<file path="src/rtl/core/wrdm_pkg.sv">
`timescale 1ns / 1ps
// ----------------------------------------------------------------------------
// wrdm_pkg: shared types and constants for the RMS decibel meter
// Sequencer states, register indexes, field widths and the fixed-point
// constants of the log2 and dB conversion.
// ----------------------------------------------------------------------------
package wrdm_pkg;

   // Field and register widths
   localparam int SAMPLE_W = 12;
   localparam int WLEN_W   = 9;
   localparam int DBOFF_W  = 15;
   localparam int RMS_W    = 16;
   localparam int LEVEL_W  = 16;
   localparam int CSR_IDX_W = 2;
   localparam int CSR_DATA_W = 15;

   // Largest window; the effective length is clamped to it
   localparam logic [WLEN_W-1:0] MAX_WINDOW = 9'd256;

   // Register indexes on the configuration port
   localparam logic [CSR_IDX_W-1:0] REG_OFFSET_CODE   = 2'd0;
   localparam logic [CSR_IDX_W-1:0] REG_WINDOW_LENGTH = 2'd1;
   localparam logic [CSR_IDX_W-1:0] REG_DB_OFFSET     = 2'd2;

   // Register reset values
   localparam logic [SAMPLE_W-1:0]       OFFSET_RESET = 12'd2048;
   localparam logic [WLEN_W-1:0]         WLEN_RESET   = 9'd200;
   localparam logic signed [DBOFF_W-1:0] DBOFF_RESET  = -15'sd480;

   // Iteration counts of the shared-unit loops
   localparam int DIV_STEPS  = 20;  // radix-4, 40 quotient bits
   localparam int SQRT_STEPS = 20;  // one result bit per step
   localparam int LOG_STEPS  = 24;  // fraction bits of log2

   // Accumulator, quotient and log widths
   localparam int SUM_W  = 32;
   localparam int DVD_W  = 40;      // square_sum * 256
   localparam int MANT_W = 31;      // Q1.30 mantissa
   localparam int LOG_W  = 28;      // log2 in Q24, integer part 0..15

   // 5120*log10(2) in Q20 and the rounding/offset bias of the dB scale
   localparam logic [63:0] LOG_K = 64'd1616142483;
   localparam logic [63:0] LEVEL_BIAS =
      (64'd1 << 57) - (LOG_K << 26) + (64'd1 << 43);
   localparam logic signed [21:0] LEVEL_SHIFT = 22'sd8192;

   // Level reported for a silent window (-100 dB in Q8.8)
   localparam logic signed [LEVEL_W-1:0] DB_FLOOR_Q8 = -16'sd25600;

   // Sequencer states
   typedef enum logic [3:0] {
      S_IDLE,
      S_SQUARE,
      S_ACCUM,
      S_DIV,
      S_SQRT,
      S_NORM,
      S_LOG_INIT,
      S_LOG_MUL,
      S_LOG_STEP,
      S_LEVEL_MUL,
      S_LEVEL,
      S_FINISH
   } state_type;

endpackage

</file>
<file path="src/rtl/core/windowed_rms_decibel_meter.sv">
`timescale 1ns / 1ps
// A sample that does not close a window passes through S_SQUARE and S_ACCUM
// before the input is ready again. A closing sample then runs 20 radix-4 divide
// steps, 20 root steps and 24 log steps (each a squaring on the one shared 32x32
// multiplier, then a bit decision); the log is skipped when the RMS is zero. After
// a closing sample the input waits until its result is in the output register.
// Reset (synchronous, active high) clears the window and any pending result.
// ----------------------------------------------------------------------------
// windowed_rms_decibel_meter: windowed RMS meter with dB readout
// Accumulates squared offset-removed ADC codes; at the end of each window it
// divides by the length, takes the integer root (Q12.4) and converts it to a
// Q8.8 dB level through an iterative log2 on a shared multiplier.
// ----------------------------------------------------------------------------
module windowed_rms_decibel_meter
   import wrdm_pkg::*;
(
   input  logic                         clock,
   input  logic                         reset,
   // sample channel
   input  logic                         req_valid,
   output logic                         req_ready,
   input  logic [SAMPLE_W-1:0]          req_sample,
   // result channel
   output logic                         rsp_valid,
   input  logic                         rsp_ready,
   output logic [RMS_W-1:0]             rsp_rms_q4,
   output logic signed [LEVEL_W-1:0]    rsp_level_db_q8,
   // configuration write port
   input  logic                         csr_write_en,
   input  logic [CSR_IDX_W-1:0]         csr_index,
   input  logic [CSR_DATA_W-1:0]        csr_wdata
);

   // Control state
   state_type                   state_ff, state_in;
   logic [4:0]                  iter_ff, iter_in;
   logic [WLEN_W-1:0]           count_ff, count_in;
   logic [SUM_W-1:0]            sum_ff, sum_in;
   logic                        rsp_valid_ff, rsp_valid_in;

   // Configuration registers
   logic [SAMPLE_W-1:0]         offset_ff;
   logic [WLEN_W-1:0]           wlen_ff;
   logic signed [DBOFF_W-1:0]   dboff_ff;

   // Datapath registers
   logic [SAMPLE_W-1:0]         absd_ff, absd_in;
   logic [63:0]                 prod_ff, prod_in;
   logic [DVD_W-1:0]            dvd_ff, dvd_in;
   logic [7:0]                  rem_ff, rem_in;
   logic [WLEN_W-1:0]           n_ff, n_in;
   logic [DVD_W-1:0]            res_ff, res_in;
   logic [DVD_W-1:0]            bit_ff, bit_in;
   logic [RMS_W-1:0]            rms_ff, rms_in;
   logic [MANT_W-1:0]           m_ff, m_in;
   logic [LOG_W-1:0]            lr_ff, lr_in;
   logic [19:0]                 lvl_ff, lvl_in;
   logic [RMS_W-1:0]            out_rms_ff, out_rms_in;
   logic signed [LEVEL_W-1:0]   out_lvl_ff, out_lvl_in;

   // Shared multiplier operands
   logic [31:0]                 mul_a, mul_b;

   // Combinational helpers
   logic signed [SAMPLE_W:0]    diff;
   logic [SUM_W:0]              sum_wide;
   logic [SUM_W-1:0]            sum_sat;
   logic [WLEN_W-1:0]           n_eff;
   logic [8:0]                  r1, r2;
   logic                        q1, q2;
   logic [7:0]                  r1s;
   logic [DVD_W-1:0]            sq_trial;
   logic [3:0]                  msb;
   logic [31:0]                 mm;
   logic [63:0]                 level_u;
   logic signed [21:0]          level_v;

   assign req_ready       = (state_ff == S_IDLE);
   assign rsp_valid       = rsp_valid_ff;
   assign rsp_rms_q4      = out_rms_ff;
   assign rsp_level_db_q8 = out_lvl_ff;

   // Effective window length: zero counts as one, clamp to the maximum
   always_comb begin
      if (wlen_ff == '0) begin
         n_eff = 9'd1;
      end else if (wlen_ff > MAX_WINDOW) begin
         n_eff = MAX_WINDOW;
      end else begin
         n_eff = wlen_ff;
      end
   end

   // Offset removal and magnitude of the incoming code
   assign diff = $signed({1'b0, req_sample}) - $signed({1'b0, offset_ff});

   // Saturating accumulate of the registered square
   assign sum_wide = {1'b0, sum_ff} + {9'b0, prod_ff[23:0]};
   assign sum_sat  = sum_wide[SUM_W] ? '1 : sum_wide[SUM_W-1:0];

   // Two restoring divide steps per cycle against a divisor of up to 256
   always_comb begin
      r1  = {rem_ff, dvd_ff[DVD_W-1]};
      q1  = (r1 >= n_ff);
      r1s = q1 ? 8'(r1 - n_ff) : r1[7:0];
      r2  = {r1s, dvd_ff[DVD_W-2]};
      q2  = (r2 >= n_ff);
   end

   // Root trial value
   assign sq_trial = res_ff + bit_ff;

   // Position of the leading one of the RMS code
   always_comb begin
      msb = '0;
      for (int i = 0; i < RMS_W; i++) begin
         if (rms_ff[i]) begin
            msb = 4'(i);
         end
      end
   end

   // Squared mantissa back to Q1.30 (one spare bit above)
   assign mm = prod_ff[61:30];

   // dB scaling of log2 and final offset
   assign level_u = prod_ff + LEVEL_BIAS;
   assign level_v = $signed({2'b00, lvl_ff}) - LEVEL_SHIFT + 22'(dboff_ff);

   // Shared multiplier operand select
   always_comb begin
      case (state_ff)
         S_SQUARE: begin
            mul_a = {20'b0, absd_ff};
            mul_b = {20'b0, absd_ff};
         end
         S_LOG_MUL: begin
            mul_a = {1'b0, m_ff};
            mul_b = {1'b0, m_ff};
         end
         S_LEVEL_MUL: begin
            mul_a = {4'b0, lr_ff};
            mul_b = LOG_K[31:0];
         end
         default: begin
            mul_a = '0;
            mul_b = '0;
         end
      endcase
   end

   // Sequencer: next state and datapath updates
   always_comb begin
      state_in     = state_ff;
      iter_in      = iter_ff;
      count_in     = count_ff;
      sum_in       = sum_ff;
      rsp_valid_in = rsp_valid_ff;
      absd_in      = absd_ff;
      prod_in      = prod_ff;
      dvd_in       = dvd_ff;
      rem_in       = rem_ff;
      n_in         = n_ff;
      res_in       = res_ff;
      bit_in       = bit_ff;
      rms_in       = rms_ff;
      m_in         = m_ff;
      lr_in        = lr_ff;
      lvl_in       = lvl_ff;
      out_rms_in   = out_rms_ff;
      out_lvl_in   = out_lvl_ff;

      // result leaves on its transfer
      if (rsp_valid_ff && rsp_ready) begin
         rsp_valid_in = 1'b0;
      end

      case (state_ff)
         S_IDLE: begin
            if (req_valid) begin
               absd_in  = diff[SAMPLE_W] ? 12'(-diff) : diff[SAMPLE_W-1:0];
               state_in = S_SQUARE;
            end
         end
         S_SQUARE: begin
            prod_in  = 64'(mul_a) * 64'(mul_b);
            state_in = S_ACCUM;
         end
         S_ACCUM: begin
            count_in = count_ff + 9'd1;
            if (count_in >= n_eff) begin
               // window closes: start the divide by N
               dvd_in   = {sum_sat, 8'b0};
               rem_in   = '0;
               n_in     = n_eff;
               sum_in   = '0;
               count_in = '0;
               iter_in  = '0;
               state_in = S_DIV;
            end else begin
               sum_in   = sum_sat;
               state_in = S_IDLE;
            end
         end
         S_DIV: begin
            dvd_in  = {dvd_ff[DVD_W-3:0], q1, q2};
            rem_in  = q2 ? 8'(r2 - n_ff) : r2[7:0];
            iter_in = iter_ff + 5'd1;
            if (iter_ff == 5'(DIV_STEPS - 1)) begin
               res_in   = '0;
               bit_in   = 40'd1 << 38;
               iter_in  = '0;
               state_in = S_SQRT;
            end
         end
         S_SQRT: begin
            // dvd_ff now holds the remaining radicand
            if (dvd_ff >= sq_trial) begin
               dvd_in = dvd_ff - sq_trial;
               res_in = (res_ff >> 1) + bit_ff;
            end else begin
               res_in = res_ff >> 1;
            end
            bit_in  = bit_ff >> 2;
            iter_in = iter_ff + 5'd1;
            if (iter_ff == 5'(SQRT_STEPS - 1)) begin
               state_in = S_NORM;
            end
         end
         S_NORM: begin
            rms_in   = (res_ff > 40'd65535) ? '1 : res_ff[RMS_W-1:0];
            state_in = S_LOG_INIT;
         end
         S_LOG_INIT: begin
            if (rms_ff == '0) begin
               state_in = S_FINISH;
            end else begin
               m_in     = MANT_W'({15'b0, rms_ff} << (5'd30 - {1'b0, msb}));
               lr_in    = {24'b0, msb};
               iter_in  = '0;
               state_in = S_LOG_MUL;
            end
         end
         S_LOG_MUL: begin
            prod_in  = 64'(mul_a) * 64'(mul_b);
            state_in = S_LOG_STEP;
         end
         S_LOG_STEP: begin
            // one fraction bit of log2 per squaring
            if (mm[31]) begin
               m_in  = mm[31:1];
               lr_in = {lr_ff[LOG_W-2:0], 1'b1};
            end else begin
               m_in  = mm[30:0];
               lr_in = {lr_ff[LOG_W-2:0], 1'b0};
            end
            iter_in = iter_ff + 5'd1;
            if (iter_ff == 5'(LOG_STEPS - 1)) begin
               state_in = S_LEVEL_MUL;
            end else begin
               state_in = S_LOG_MUL;
            end
         end
         S_LEVEL_MUL: begin
            prod_in  = 64'(mul_a) * 64'(mul_b);
            state_in = S_LEVEL;
         end
         S_LEVEL: begin
            lvl_in   = level_u[63:44];
            state_in = S_FINISH;
         end
         S_FINISH: begin
            // wait for the output register to be free
            if (!rsp_valid_ff || rsp_ready) begin
               out_rms_in = rms_ff;
               if (rms_ff == '0) begin
                  out_lvl_in = DB_FLOOR_Q8;
               end else if (level_v > 22'sd32767) begin
                  out_lvl_in = 16'sh7FFF;
               end else if (level_v < -22'sd32768) begin
                  out_lvl_in = -16'sh8000;
               end else begin
                  out_lvl_in = level_v[LEVEL_W-1:0];
               end
               rsp_valid_in = 1'b1;
               state_in     = S_IDLE;
            end
         end
         default: begin
            state_in = S_IDLE;
         end
      endcase
   end

   // Control registers
   always_ff @(posedge clock) begin
      if (reset) begin
         state_ff     <= S_IDLE;
         iter_ff      <= '0;
         count_ff     <= '0;
         sum_ff       <= '0;
         rsp_valid_ff <= 1'b0;
      end else begin
         state_ff     <= state_in;
         iter_ff      <= iter_in;
         count_ff     <= count_in;
         sum_ff       <= sum_in;
         rsp_valid_ff <= rsp_valid_in;
      end
   end

   // Configuration registers; unknown indexes are ignored
   always_ff @(posedge clock) begin
      if (reset) begin
         offset_ff <= OFFSET_RESET;
         wlen_ff   <= WLEN_RESET;
         dboff_ff  <= DBOFF_RESET;
      end else if (csr_write_en) begin
         case (csr_index)
            REG_OFFSET_CODE:   offset_ff <= csr_wdata[SAMPLE_W-1:0];
            REG_WINDOW_LENGTH: wlen_ff   <= csr_wdata[WLEN_W-1:0];
            REG_DB_OFFSET:     dboff_ff  <= $signed(csr_wdata[DBOFF_W-1:0]);
            default: ;
         endcase
      end
   end

   // Datapath registers
   always_ff @(posedge clock) begin
      absd_ff    <= absd_in;
      prod_ff    <= prod_in;
      dvd_ff     <= dvd_in;
      rem_ff     <= rem_in;
      n_ff       <= n_in;
      res_ff     <= res_in;
      bit_ff     <= bit_in;
      rms_ff     <= rms_in;
      m_ff       <= m_in;
      lr_ff      <= lr_in;
      lvl_ff     <= lvl_in;
      out_rms_ff <= out_rms_in;
      out_lvl_ff <= out_lvl_in;
   end

endmodule
</file>
<file path="config.mk">
export PLATFORM = sky130hd
export DESIGN_NAME = windowed_rms_decibel_meter
export DESIGN_NICKNAME = d
export VERILOG_FILES = /design/src/rtl/core/wrdm_pkg.sv /design/src/rtl/core/windowed_rms_decibel_meter.sv
export SDC_FILE = /design/constraint.sdc
export NUM_CORES = 2
export LEC_CHECK = 0
export ABC_AREA = 1
export BUFFER_PORTS_ARGS = -buffer_cell sky130_fd_sc_hd__buf_2
export CAP_MARGIN = 20
export CORE_ASPECT_RATIO = 2
export CORE_MARGIN = 3
export CORE_UTILIZATION = 30
export CTS_CLUSTER_DIAMETER = 30
export DETAILED_ROUTE_END_ITERATION = 6
export GPL_TIMING_DRIVEN = 0
export HOLD_SLACK_MARGIN = 0.12
export MAX_ROUTING_LAYER = met4
export PLACE_DENSITY_LB_ADDON = 0.3
export SLEW_MARGIN = 25
export SYNTH_ARGS = -nofsm -noshare
export SYNTH_HDL_FRONTEND = slang
export SYNTH_SLANG_ARGS = --single-unit
</file>
<file path="constraint.sdc">
create_clock -name clock -period 15.5 [get_ports clock]
set_input_delay 1.55 -clock clock [delete_from_list [all_inputs] [get_ports clock]]
set_output_delay 1.55 -clock clock [all_outputs]
set_load 0.01 [all_outputs]
</file>
==> report_table.html <==
<table>
<tr><th>Metric</th><th>Value</th></tr>
<tr><th colspan="2">Run status</th></tr>
<tr><td>Run status</td><td>complete, no violations</td></tr>
<tr><th colspan="2">Global routing</th></tr>
<tr><td>Met1 capacity usage during global routing</td><td>22.6%</td></tr>
<tr><td>Maximum number of pins on one net before global-route repair</td><td>44</td></tr>
<tr><td>Wire length of the first global-routing pass</td><td>374000 um</td></tr>
<tr><td>GR peak layer</td><td>met2</td></tr>
<tr><td>Number of antenna violations at the first check in global routing</td><td>6</td></tr>
<tr><td>Met2 layer usage reported by global route</td><td>51.7%</td></tr>
<tr><td>Total Routing Usage GR</td><td>26.9%</td></tr>
<tr><td>Number of global-route vias before repair</td><td>54900</td></tr>
<tr><td>Met3 GRT Util</td><td>2.81%</td></tr>
<tr><td>Total overflow reported by the global router</td><td>0</td></tr>
<tr><th colspan="2">Floorplan</th></tr>
<tr><td>Die span in x</td><td>319 um</td></tr>
<tr><td>Row Count</td><td>228</td></tr>
<tr><td>Initial cell density of the core</td><td>30.3%</td></tr>
<tr><td>I/O pins</td><td>68</td></tr>
<tr><td>Core box area</td><td>0.194 mm^2</td></tr>
<tr><td>Die area</td><td>0.201 mm^2</td></tr>
<tr><td>Floorplan die height</td><td>631 um</td></tr>
<tr><th colspan="2">STA</th></tr>
<tr><td>Tcrit/Tclk final</td><td>71.3%</td></tr>
<tr><td>Max Freq</td><td>90.5 MHz</td></tr>
<tr><td>Final number of max-transition violations</td><td>0</td></tr>
<tr><td>Hold violation total from the final report</td><td>0</td></tr>
<tr><td>Sum Neg Setup Slack</td><td>0 ns</td></tr>
<tr><td>Unrepaired setup endpoints after global routing</td><td>no</td></tr>
<tr><td>Setup Viol. Count Final</td><td>0</td></tr>
<tr><td>Worst Max-Slew Pin Slew</td><td>1.23 ns</td></tr>
<tr><td>Min cycle time layout</td><td>11.06 ns</td></tr>
<tr><td>Worst Clk Skew</td><td>0.0390 ns</td></tr>
<tr><td>Worst-case headroom to the max-slew limit</td><td>17.8%</td></tr>
<tr><th colspan="2">Critical path</th></tr>
<tr><td>Number of buffer and inverter instances along the worst setup path</td><td>9</td></tr>
<tr><td>Highest net fanout along the worst path</td><td>10</td></tr>
<tr><td>Slowest stage cell on the critical path</td><td>sky130_fd_sc_hd__o21ai_1</td></tr>
<tr><td>Max incr delay on CP</td><td>0.73 ns</td></tr>
<tr><td>Capturing element type of the critical path</td><td>flip-flop</td></tr>
<tr><td>Launching element type of the critical path</td><td>flip-flop</td></tr>
<tr><td>Cell occurring most often along the worst timing path</td><td>sky130_fd_sc_hd__fa_1</td></tr>
<tr><td>Critical path type</td><td>flip-flop to flip-flop</td></tr>
<tr><td>Worst path required time</td><td>15.87 ns</td></tr>
<tr><td>Cell family with most CP delay</td><td>adder cells</td></tr>
<tr><td>Data arrival time at the worst-slack endpoint</td><td>11.43 ns</td></tr>
<tr><th colspan="2">Finish</th></tr>
<tr><td>Fraction of layout cells with a size suffix above 1</td><td>6.19%</td></tr>
<tr><td>Number of fillers in the final layout</td><td>20700</td></tr>
<tr><td>Area growth syn-to-layout</td><td>10.7%</td></tr>
<tr><td>Final nets</td><td>8787</td></tr>
<tr><th colspan="2">Yosys</th></tr>
<tr><td>Count of flip-flops with a built-in enable after synthesis</td><td>318</td></tr>
<tr><td>Synth Area in Adders</td><td>38.2%</td></tr>
<tr><td>Synthesized instance count</td><td>7323</td></tr>
<tr><td>Cell type contributing the most total cell area after synthesis</td><td>sky130_fd_sc_hd__fa_1</td></tr>
<tr><td>Most used flip-flop cell after synthesis</td><td>sky130_fd_sc_hd__edfxtp_1</td></tr>
<tr><td>Syn. warnings</td><td>0</td></tr>
<tr><td>Main combinational cell family by area after synthesis</td><td>adder cells</td></tr>
<tr><td>Post-synthesis cell area</td><td>0.0586 mm^2</td></tr>
<tr><td>Most used standard cell by instance count after synthesis</td><td>sky130_fd_sc_hd__nand2_1</td></tr>
<tr><td>Mean instance size in the synthesized netlist</td><td>8.01 um^2</td></tr>
<tr><td>Synth top area cells</td><td>sky130_fd_sc_hd__fa_1 29%, sky130_fd_sc_hd__edfxtp_1 16%, sky130_fd_sc_hd__nand2_1 11%</td></tr>
<tr><td>Basic-gate share of the synthesized area counting and, or, nand and nor cells</td><td>18.2%</td></tr>
<tr><td>Synthesized flop and latch total</td><td>405</td></tr>
<tr><td>Net count after synthesis</td><td>8638</td></tr>
<tr><td>Fraction of synthesized cell area taken by the top area cell type</td><td>28.9%</td></tr>
<tr><td>Share of synthesized registers carrying an async set or reset</td><td>0%</td></tr>
<tr><td>Compound-gate portion of the synthesized area</td><td>8.73%</td></tr>
<tr><td>Post-synthesis xor/xnor area fraction</td><td>3.06%</td></tr>
<tr><td>Top post-synthesis cells by count</td><td>1685 x sky130_fd_sc_hd__nand2_1, 1670 x sky130_fd_sc_hd__inv_1, 845 x sky130_fd_sc_hd__fa_1, 492 x sky130_fd_sc_hd__nor2_1, 436 x sky130_fd_sc_hd__ha_1</td></tr>
<tr><td>Number of distinct library cell variants in the gate-level netlist after synthesis</td><td>69</td></tr>
<tr><td>Mux share of post-synthesis cell area</td><td>0%</td></tr>
<tr><td>Share of the yosys chip area belonging to registers</td><td>19.3%</td></tr>
<tr><th colspan="2">Clock network</th></tr>
<tr><td>Worst skew pair latency</td><td>0.64 ns</td></tr>
<tr><td>Number of buffers added for setup after CTS</td><td>0</td></tr>
<tr><td>Number of buffers created by CTS</td><td>66</td></tr>
<tr><td>Clock-pin transition on the worst setup and hold timing paths</td><td>0.06 ns</td></tr>
<tr><td>Clock Tree Root</td><td>sky130_fd_sc_hd__clkbuf_16</td></tr>
<tr><td>Count of hold-fix buffers inserted at cts</td><td>0</td></tr>
<tr><td>CTS tree</td><td>built</td></tr>
<tr><td>H-tree lvl count</td><td>3</td></tr>
<tr><td>Sinks on Clock Net</td><td>405</td></tr>
<tr><td>CTS Buffer Depth</td><td>3</td></tr>
<tr><td>Cts repair resizes</td><td>0</td></tr>
<tr><th colspan="2">Worst hold path</th></tr>
<tr><td>Path type of the worst min-delay path</td><td>flip-flop to flip-flop</td></tr>
<tr><th colspan="2">Power</th></tr>
<tr><td>Power density over the cells</td><td>89.9 mW/mm^2</td></tr>
<tr><td>Leakage power of the design</td><td>33.1 nW</td></tr>
<tr><td>Worst vdd rail ir drop</td><td>0.0699 mV</td></tr>
<tr><td>Total design power</td><td>5.83 mW</td></tr>
<tr><th colspan="2">Detailed routing</th></tr>
<tr><td>Number of DRC markers in iteration 0</td><td>2973</td></tr>
<tr><td>Detailed-route wire length per cell</td><td>26.4 um</td></tr>
<tr><td>Count of vias placed by the detailed router</td><td>50600</td></tr>
<tr><td>DRC violation count after routing</td><td>0</td></tr>
<tr><td>Vias/cell</td><td>5.03</td></tr>
<tr><td>Wire length after detailed routing</td><td>266000 um</td></tr>
<tr><td>DR pass1 iterations</td><td>6</td></tr>
<tr><td>Post-DRT Antenna Nets</td><td>0</td></tr>
<tr><th colspan="2">Placed design</th></tr>
<tr><td>HPWL after DPL</td><td>225000 um</td></tr>
<tr><td>Input/output buffers</td><td>66</td></tr>
<tr><td>GP Congestion</td><td>1.01</td></tr>
<tr><th colspan="2">Job</th></tr>
<tr><td>Max cap viols</td><td>0</td></tr>
</table>
state kept, by name, summed over array words and instances, names as in the netlist, 20 cells and up:
register and count:
m_ff 31, lvl_ff 20, sum_ff 32, lr_ff 28, dvd_ff 40, prod_ff 62, res_ff 40, bit_ff 20
worst register-to-register path, delay by kind of cell (launching register included):
kind	cells	cell delay, ns
xor gates and xnor gates	1	0.17
AOI/OAI and AO/OA	8	3.06
adders and majority gates	9	4.49
buffers and inverters	9	1.76
DFF	1	0.45
and+or+nand+nor	6	0.88
metal layers:
metal | routed length, um | part of all wire [%]
met5 | 0 | 0
met4 | 29800 | 11
met3 | 10400 | 3.9
met2 | 146000 | 55
met1 | 79800 | 30
worst paths after layout:
path	startpoint	cells after the start	to	slack, ns
max	state_ff[2]$_SDFFE_PP0P_	33	prod_ff[63]$_DFFE_PN_	4.44
min	sum_ff[11]$_SDFFE_PP0P_	2	sum_ff[11]$_SDFFE_PP0P_	0.47
max reg2reg	state_ff[2]$_SDFFE_PP0P_	33	prod_ff[63]$_DFFE_PN_	4.44
min reg2reg	sum_ff[11]$_SDFFE_PP0P_	2	sum_ff[11]$_SDFFE_PP0P_	0.47
cells by family (layout without fill, tap and decap cells):
| family | count (synthesis) | in the layout |
|---|---|---|
| adder cells (fa/ha/maj) | 1281 | 1281 |
| AO/OA/AOI/OAI | 883 | 883 |
| other | 0 | 3 |
| buffers and inverters | 1919 | 2122 |
| AND/OR/NAND/NOR | 2632 | 2632 |
| XOR/XNOR | 203 | 203 |
| flip-flops | 405 | 405 |
report_power, final:
| part | total [mW] | leakage, nW | switching, mW | internal [mW] |
|---|---|---|---|---|
| logic | 2.69 | 28.4 | 1.97 | 0.719 |
| clock network | 1.60 | 1.11 | 0.639 | 0.964 |
| registers | 1.54 | 3.58 | 0.125 | 1.41 |
| total | 5.83 | 33.1 | 2.74 | 3.10 |
stage by stage:
| step | cell area (um^2) | hold slack [ns] | std cells | setup WS [ns] | utilization, % |
|---|---|---|---|---|---|
| after floorplan | 58600 | 0.433 | 7323 | 7.84 | - |
| after global placement | 62100 | 0.456 | 9919 | 4.13 | 32.1 |
| after detailed placement | 62500 | 0.463 | 9934 | 4.57 | 32.3 |
| after CTS | 64900 | 0.471 | 10100 | 4.56 | 33.5 |
| after global routing | 64900 | 0.494 | 10100 | 4.35 | 33.5 |
| final | 64900 | 0.471 | 10100 | 4.44 | 33.5 |
cells in the final DEF, fill, tap and decap left out, types with 17 or more instances in the layout:
cell type                      n
sky130_fd_sc_hd__o21ai_2      19
sky130_fd_sc_hd__clkbuf_1     81
sky130_fd_sc_hd__nor3_1       50
sky130_fd_sc_hd__a21o_1       17
sky130_fd_sc_hd__nand4_1      38
sky130_fd_sc_hd__edfxtp_1    318
sky130_fd_sc_hd__nand3_1     274
sky130_fd_sc_hd__inv_1      1669
sky130_fd_sc_hd__a21oi_1     389
sky130_fd_sc_hd__o21ai_1      27
sky130_fd_sc_hd__a31oi_1      28
sky130_fd_sc_hd__buf_2       165
sky130_fd_sc_hd__clkbuf_16    68
sky130_fd_sc_hd__ha_1        436
sky130_fd_sc_hd__nand2_1    1682
sky130_fd_sc_hd__inv_2        20
sky130_fd_sc_hd__clkbuf_2     27
sky130_fd_sc_hd__o211ai_1     22
sky130_fd_sc_hd__nor2_1      489
sky130_fd_sc_hd__xnor2_1      62
sky130_fd_sc_hd__o22ai_1      23
sky130_fd_sc_hd__o21a_1       23
sky130_fd_sc_hd__fa_1        845
sky130_fd_sc_hd__nor4_1       23
sky130_fd_sc_hd__o21ai_0     237
sky130_fd_sc_hd__a21oi_2      20
sky130_fd_sc_hd__dfxtp_1      87
sky130_fd_sc_hd__xor2_1      139
cell type report:
cell class	count	area, um^2	share of cell area, %
diodes	3	7.51	0.0116
plain buffers	221	1020	1.58
clock buffers	69	1710	2.63
clock inverters	53	652	1.00
inverters	1698	6370	9.82
multi-input cells	4999	40100	61.8
flip-flops and latches	405	11300	17.4
well taps	2530	3170	4.88
repair buffers	81	584	0.901
(Power assumes the default switching activity.)
